$ cat config.mk
export PLATFORM = sky130hd
export DESIGN_NAME = qslerp_isqrt
export DESIGN_NICKNAME = d
export VERILOG_FILES = /design/src/hw/rtl/qslerp_pkg.sv /design/src/hw/rtl/qslerp_isqrt.sv
export SDC_FILE = /design/constraint.sdc
export NUM_CORES = 2
export LEC_CHECK = 0
export BUFFER_PORTS_ARGS = -buffer_cell sky130_fd_sc_hd__clkbuf_2
export CORE_MARGIN = 1.5
export CORE_UTILIZATION = 58
export CTS_CLUSTER_SIZE = 16
export DETAILED_ROUTE_END_ITERATION = 6
export HOLD_SLACK_MARGIN = 0.12
export PLACE_DENSITY = 0.77
export SETUP_SLACK_MARGIN = 0.3
export SYNTH_ARGS = -nofsm -noshare
export SYNTH_HDL_FRONTEND = slang
export SYNTH_SLANG_ARGS = --single-unit
$ cat constraint.sdc
create_clock -name clk -period 3.9 [get_ports clk]
set_input_delay 0.585 -clock clk [delete_from_list [all_inputs] [get_ports clk]]
set_output_delay 0.585 -clock clk [all_outputs]
set_load 0.01 [all_outputs]
$ cat src/hw/rtl/qslerp_pkg.sv
`timescale 1ns / 1ps
// ----------------------------------------------------------------------------
// qslerp_pkg
// Shared types, formats and constants of the fixed-point slerp pipeline.
// ----------------------------------------------------------------------------
package qslerp_pkg;

    localparam int IFB      = 30;   // fraction bits of angles, sines, weights
    localparam int CW       = 34;   // CORDIC datapath width
    localparam int SW       = 31;   // cosine, sine of half angle, factor
    localparam int WW       = 42;   // signed weight width
    localparam int SQRT_LAT = 31;   // one root bit per stage
    localparam int DIV_LAT  = 43;   // prep stage, 41 quotient bits, sign stage

    localparam logic signed [CW-1:0] INV_GAIN = 34'sd652032874;
    localparam logic signed [WW-1:0] WLIM     = WW'(64'd1 << 40);
    localparam logic [SW-1:0]        ONE_I    = SW'(64'd1 << IFB);

    localparam logic [1:0] PATH_SPH   = 2'd0;
    localparam logic [1:0] PATH_START = 2'd1;
    localparam logic [1:0] PATH_LIN   = 2'd2;

    localparam logic       REG_THR   = 1'b0;   // register index decoded from paddr[2]
    localparam logic [14:0] THR_RESET = 15'd16;

    typedef struct packed {
        logic [3:0][15:0] qa;
        logic [3:0][16:0] qb;     // end quaternion, may be negated
        logic [SW-1:0]    t;
        logic [1:0]       path;
        logic [SW-1:0]    c;
        logic [SW-1:0]    s;
    } ctx_t;

    function automatic logic signed [CW-1:0] atan_i30(input int i);
        logic signed [CW-1:0] r;
        case (i)
            0:       r = 34'sd843314857;
            1:       r = 34'sd497837830;
            2:       r = 34'sd263043837;
            3:       r = 34'sd133525159;
            4:       r = 34'sd67021687;
            5:       r = 34'sd33543516;
            6:       r = 34'sd16775851;
            7:       r = 34'sd8388437;
            8:       r = 34'sd4194283;
            9:       r = 34'sd2097149;
            10:      r = 34'sd1048576;
            default: r = (i <= 30) ? CW'(64'd1 << (30 - i)) : '0;
        endcase
        return r;
    endfunction

endpackage

$ cat src/hw/rtl/qslerp_isqrt.sv
`timescale 1ns / 1ps
// ----------------------------------------------------------------------------
// qslerp_isqrt
// Pipelined integer square root of a 61-bit radicand, one root bit a stage.
// ----------------------------------------------------------------------------
module qslerp_isqrt (
    input  logic        clk,
    input  logic        adv,
    input  logic [60:0] rad,
    output logic [30:0] root
);
    localparam int N = qslerp_pkg::SQRT_LAT;

    logic [61:0] v_reg [N];
    logic [61:0] r_reg [N];

    for (genvar k = 0; k < N; k++)
    begin : g_stage
        localparam logic [61:0] BK = 62'd1 << (60 - 2 * k);
        logic [61:0] vi;
        logic [61:0] ri;
        logic [61:0] tr;
        logic [61:0] v_next;
        logic [61:0] r_next;
        if (k == 0)
        begin : g_first
            assign vi = {1'b0, rad};
            assign ri = '0;
        end
        else
        begin : g_rest
            assign vi = v_reg[k-1];
            assign ri = r_reg[k-1];
        end
        assign tr     = ri + BK;
        assign v_next = (vi >= tr) ? vi - tr : vi;
        assign r_next = (vi >= tr) ? (ri >> 1) + BK : ri >> 1;
        always_ff @(posedge clk)
        begin
            if (adv)
            begin
                v_reg[k] <= v_next;
                r_reg[k] <= r_next;
            end
        end
    end

    assign root = r_reg[N-1][30:0];

endmodule

Word level (Yosys, flattened, before mapping) --
Memories as Yosys holds them, arrays and structs flattened. Index checks and enable logic that the tools add are counted. Widths: inputs -> output; s select.
Cells by class: $lt $le $gt $ge 31, add/sub/neg operators 91, muxes and demuxes 64
Operators with widths (number):
- $mux 62 | 61
- $ge 62x62->1 | 30
- $sub 62x62->62 | 30
- $add 61x1->62 const B | 1
- $add 61x11->62 const B | 1
- $add 61x13->62 const B | 1
- $add 61x15->62 const B | 1
- $add 61x17->62 const B | 1
- $add 61x19->62 const B | 1
- $add 61x21->62 const B | 1
- $add 61x23->62 const B | 1
- $add 61x25->62 const B | 1
- $add 61x27->62 const B | 1
- $add 61x29->62 const B | 1
- $add 61x3->62 const B | 1
- $add 61x31->62 const B | 1
- $add 61x33->62 const B | 1
- $add 61x35->62 const B | 1
- $add 61x37->62 const B | 1
- $add 61x39->62 const B | 1
- $add 61x41->62 const B | 1
- $add 61x43->62 const B | 1
- $add 61x45->62 const B | 1
- $add 61x47->62 const B | 1
- other kinds (43) | 44
Word-level totals: output and inout port bits 31, logic and storage cells 188, register bits 0, memories kept 2, bits in writable memories 3844, bits of input ports 63
Memories:
- r_reg | words 31, bits a word 62, rd ports 31, clocked after Yosys merged registers in 0, wr ports 31, line qslerp_isqrt.sv:15 | logic [61:0] r_reg [N];
- v_reg | words 31, bits a word 62, rd ports 30, clocked after Yosys merged registers in 0, wr ports 31, line qslerp_isqrt.sv:14 | logic [61:0] v_reg [N];

Logic depth before layout (Yosys ltp) --
An unclocked memory read counts as a cell.
depth after elaboration 4, mapped depth 14, mapped depth without buffers 13

Worst setup path before layout --
OpenSTA, ideal clock, no wires.
kind register -> register, from memory v_reg[17][35] (netlist: v_reg[4][97]), to memory v_reg[18][25] (netlist: v_reg[4][149]) (data pin), library setup time 0.267 ns, data arrival time 3.447 ns, cell stages (with the launch flop) 11, clock period less this slack 3.714 ns, buffers on the path 2, data required time 3.633 ns, setup slack 0.186 ns, path through edfxtp_1 -> ha_1 -> and4_1 -> and3_1 -> a221o_1 -> a2111oi_0 -> o22ai_1 -> nor4bb_1 -> clkbuf_1 -> buf_1 -> o21ai_0
RTL lines (line):
- start, declared | qslerp_isqrt.sv:14

==> reports/metrics.cfg <==
[placed_design]
io_buffers = 93
place.gp.congestion = 0.9829
dp_slack_ns = -0.4614
place_hpwl_mm = 198.7
placedCellCount = 11630
place_area_um2 = 117700

[clock_tree]
clockBufferDepth = 3
cts_tree = done
clkTransAtPathRegs_ns = 0.06
htreeDepth = 4
cts.sinks = 2356
cts-root-buf = clkbuf_16
cts-buffers-inserted = 229
clkLatencyLatePin_ns = 0.90

[die]
ioPinCount = 94
start_util_pct = 58.46
die_w_um = 443.8
dieHeight_um = 443.8
core_um2 = 192800
die_area_um2 = 197000
rows = 161

[drt]
wire_per_inst_um = 22.81
drc = 2
drt_iter0_markers = 7922
via_per_inst = 6.121
routed_wl_mm = 277.7
firstDrtPassIters = 7
vias = 74530
ant_nets = 0

[yosys]
synthArstFlopShare_pct = 0
syn_area_um2 = 112700
postSynthCellCount = 8968
ys_seq_area_share_pct = 62.78
yosysWarningCount = 0
synth_edf_count = 2356
ys_dominant_reg_cell = edfxtp_1
syn_avg_cell_area_um2 = 12.57
ys_types = 83
ys_ff_latch = 2356

[sta]
finalCriticalPeriod_ns = 3.665
whs_ns = 0.1888
tightest_slew_ns = 1.212
fmax_ghz = 0.2729
setup_viol = 0
rsz0062_at_grt = true
fin_skew_ns = 0.07411
slew-limit-headroom_pct = 18.97
hold_violations = 0
final-max-slew-violation-count = 0
fin_crit_sh_pct = 93.97
worst_slack_ns = 0.2350

[global_route]
antenna_found_initial = 11
track_usage_pct = 27.52
grt_pass1_wl_mm = 419.9
gr-total-overflow = 0
grt_max_degree = 178
grt_pass1_vias = 71820

[critical_path]
crit_family = simple AND/OR/NAND/NOR gates
worst_path_max_delay_cell = or4_4
critPathCaptureType = flop
rr_worst_depth = 11
crit_buf_inv = 2
required_ns = 4.49
worstPathCellList = or3_1 -> or2_1 -> or3_4 -> or4_4 -> or3_4 -> or4_4 -> nor3_4 -> buf_6 -> nand2_8 -> buf_12 -> mux2_4
r2r-start = v_reg[3][236]$_DFFE_PP_
cp.arrival_ns = 4.25
crit_start = v_reg[3][236]$_DFFE_PP_
r2r_end = v_reg[4][35]$_DFFE_PP_
cpPeakStageDelay_ns = 0.51
r2r_slack_ns = 0.24
critical_path_cell_count = 11
worstSetupStartpointType = flop
crit_fanout = 6
crit_type = flop to flop
crit_end = v_reg[4][35]$_DFFE_PP_

[outcome]
violations = design-rule violations
status = complete, but fails checks

[layout]
fin_util_pct = 66.54
area_growth_pct = 13.82
drive_above_1_share_pct = 11.29
largest_reg_flops = 1860
fin_cells = 12180
nets = 10030
stdcell_area_um2 = 128300

[min_path]
min_path_type = input pin to flop

[power_and_ir_drop]
internal_power_mw = 52.57
p_switching_mw = 22.29
ir_drop_mv = 0.4839
p_seq_share_pct = 46.6
swShare_pct = 29.77
leakage_nw = 48.30
clkPwrFrac_pct = 31.7
pwr-share-comb_pct = 21.7
power.density_nw_per_um2 = 583.6

[flow_run]
cap_viol_max_count = 0

-- cells by family (layout without fill, tap and decap cells) --
family                     after synthesis  count (layout)  synth area share [%]
AOI/OAI and AO/OA                     1666            1666                 9.082
xor gates and xnor gates               822             822                 6.389
adders and majority gates              523             523                 5.807
buffers and inverters                  838            1515                 2.809
DFF                                   2356            2356                 62.78
muxes                                   92              92                0.9327
other                                    1               4              0.003328
and+or+nand+nor                       2670            2671                 12.20
-- worst reg2reg max path, stage by stage (launching register included) --
cell and delay, ns:
edfxtp_1 0.38, or3_1 0.39, or2_1 0.24, or3_4 0.33, or4_4 0.43, or3_4 0.34, or4_4 0.51, nor3_4 0.15
buf_6 0.14, nand2_8 0.07, buf_12 0.15, mux2_4 0.29
-- area by class of cell --
class / count / area [µm²]
Antenna cell: 2 / 5.005
Clock buffer: 253 / 5884
Clock inverter: 179 / 2272
Fill cell: 13450 / 64510
Inverter: 666 / 2500
Multi-Input combinational cell: 5776 / 40220
Sequential cell: 2356 / 70750
Tap cell: 2526 / 3161
Timing Repair Buffer: 417 / 3478
-- through the flow --
stage               power, mW  TNS (ns)
detailed placement      50.46    -6.821
global placement        50.16    -5.582
global route            77.95         0
CTS                     74.37         0
finish                  74.86         0
floorplan               45.00         0
-- Yosys cell counts (all sizes together) (12+ instances only) --
cell	count	share of area, %
buf	19	0.081
o31a	14	0.11
inv	664	2.2
mux2	83	0.85
or4	56	0.38
nor3b	17	0.11
nor4b	50	0.39
nor2	620	2.1
and2	31	0.17
a21o	176	1.2
and4	19	0.15
o21bai	46	0.31
a21boi	23	0.15
edfxtp	2356	63
nor3	263	1.2
ha	523	5.8
o31ai	52	0.35
a31oi	48	0.27
nand3b	21	0.14
nor2b	79	0.44
a2111oi	21	0.16
xnor2	440	3.4
a41oi	12	0.093
a21oi	591	2.6
or2	41	0.23
o2111ai	14	0.11
nand2	539	1.8
o21a	92	0.61
xor2	382	3.0
nand3	165	0.73
o21ai	393	1.7
and3	53	0.29
or3	91	0.51
a211oi	35	0.23
nand4	137	0.76
nand4b	23	0.18
clkbuf	153	0.51
o211ai	39	0.26
nand2b	115	0.64
nor4	320	1.8
-- power groups by stage --
| stage | logic [mW] | clock network [mW] | registers [mW] |
|---|---|---|---|
| global placement | 14.9 | 0 | 35.2 |
| detailed placement | 15.2 | 0 | 35.3 |
| CTS | 15.6 | 24.0 | 34.8 |
| floorplan | 11.1 | 0 | 33.9 |
| finish | 16.3 | 23.7 | 34.9 |
| global route | 17.8 | 25.0 | 35.1 |
-- worst min path at each step --
| stage | startpoint | endpoint | cells after the start |
|---|---|---|---|
| after floorplan | v_reg[3][147]$_DFFE_PP_ | v_reg[3][209]$_DFFE_PP_ | 0 |
| after global placement | v_reg[3][142]$_DFFE_PP_ | v_reg[3][204]$_DFFE_PP_ | 0 |
| after detailed placement | v_reg[6][125]$_DFFE_PP_ | v_reg[6][187]$_DFFE_PP_ | 0 |
| after CTS | adv | v_reg[4][147]$_DFFE_PP_ | 1 |
| after global routing | adv | v_reg[4][147]$_DFFE_PP_ | 1 |
| final | adv | v_reg[4][147]$_DFFE_PP_ | 1 |
-- timing repair --
item | 4_1_cts | 5_1_grt
gates resized for setup | 61 | 217
endpoints found under the hold margin | 61 | 0
hold buffers | 61 | 0
gates cloned | 2 | 1
pin swaps | 10 | 42
setup endpoints to repair | 187 | 470
setup buffers | 16 | 32
-- per-layer routing --
layer / share of wire [%] / GRT usage, % / routed length [µm] / up-vias
met5: 0 / 0 / 0 / -
met4: 2.4 / 7.036 / 6766 / 0
met3: 7.7 / 4.639 / 21380 / 489
met2: 48 / 45.12 / 133700 / 2929
met1: 42 / 38.34 / 115900 / 36600
li1: - / - / - / 34510
-- cell usage in the layout, fill, tap and decap left out, types with 23 or more instances in the layout --
master	instances
clkinv_2	36
clkinvlp_4	27
bufinv_16	40
o21bai_1	46
xnor2_1	438
nor4_2	35
a211oi_1	23
clkbuf_16	232
xor2_1	381
o21ai_0	379
or4_1	48
buf_12	25
dlygate4sd3_1	61
and2_1	30
inv_1	664
edfxtp_1	2356
or2_2	40
nand2_1	536
nand4_1	137
o211ai_1	39
ha_1	503
nor4_1	279
nor3_1	245
o21a_1	91
nand4b_1	23
nor4b_1	43
nor2_1	607
or3_1	82
clkbuf_2	92
o31ai_1	41
nand2b_1	114
a21oi_1	572
nor2b_1	79
a31oi_1	39
and3_1	52
buf_4	221
clkinv_1	46
mux2_2	76
nand3_1	163
a21o_1	176
Power figures use the tool's default switching activity.
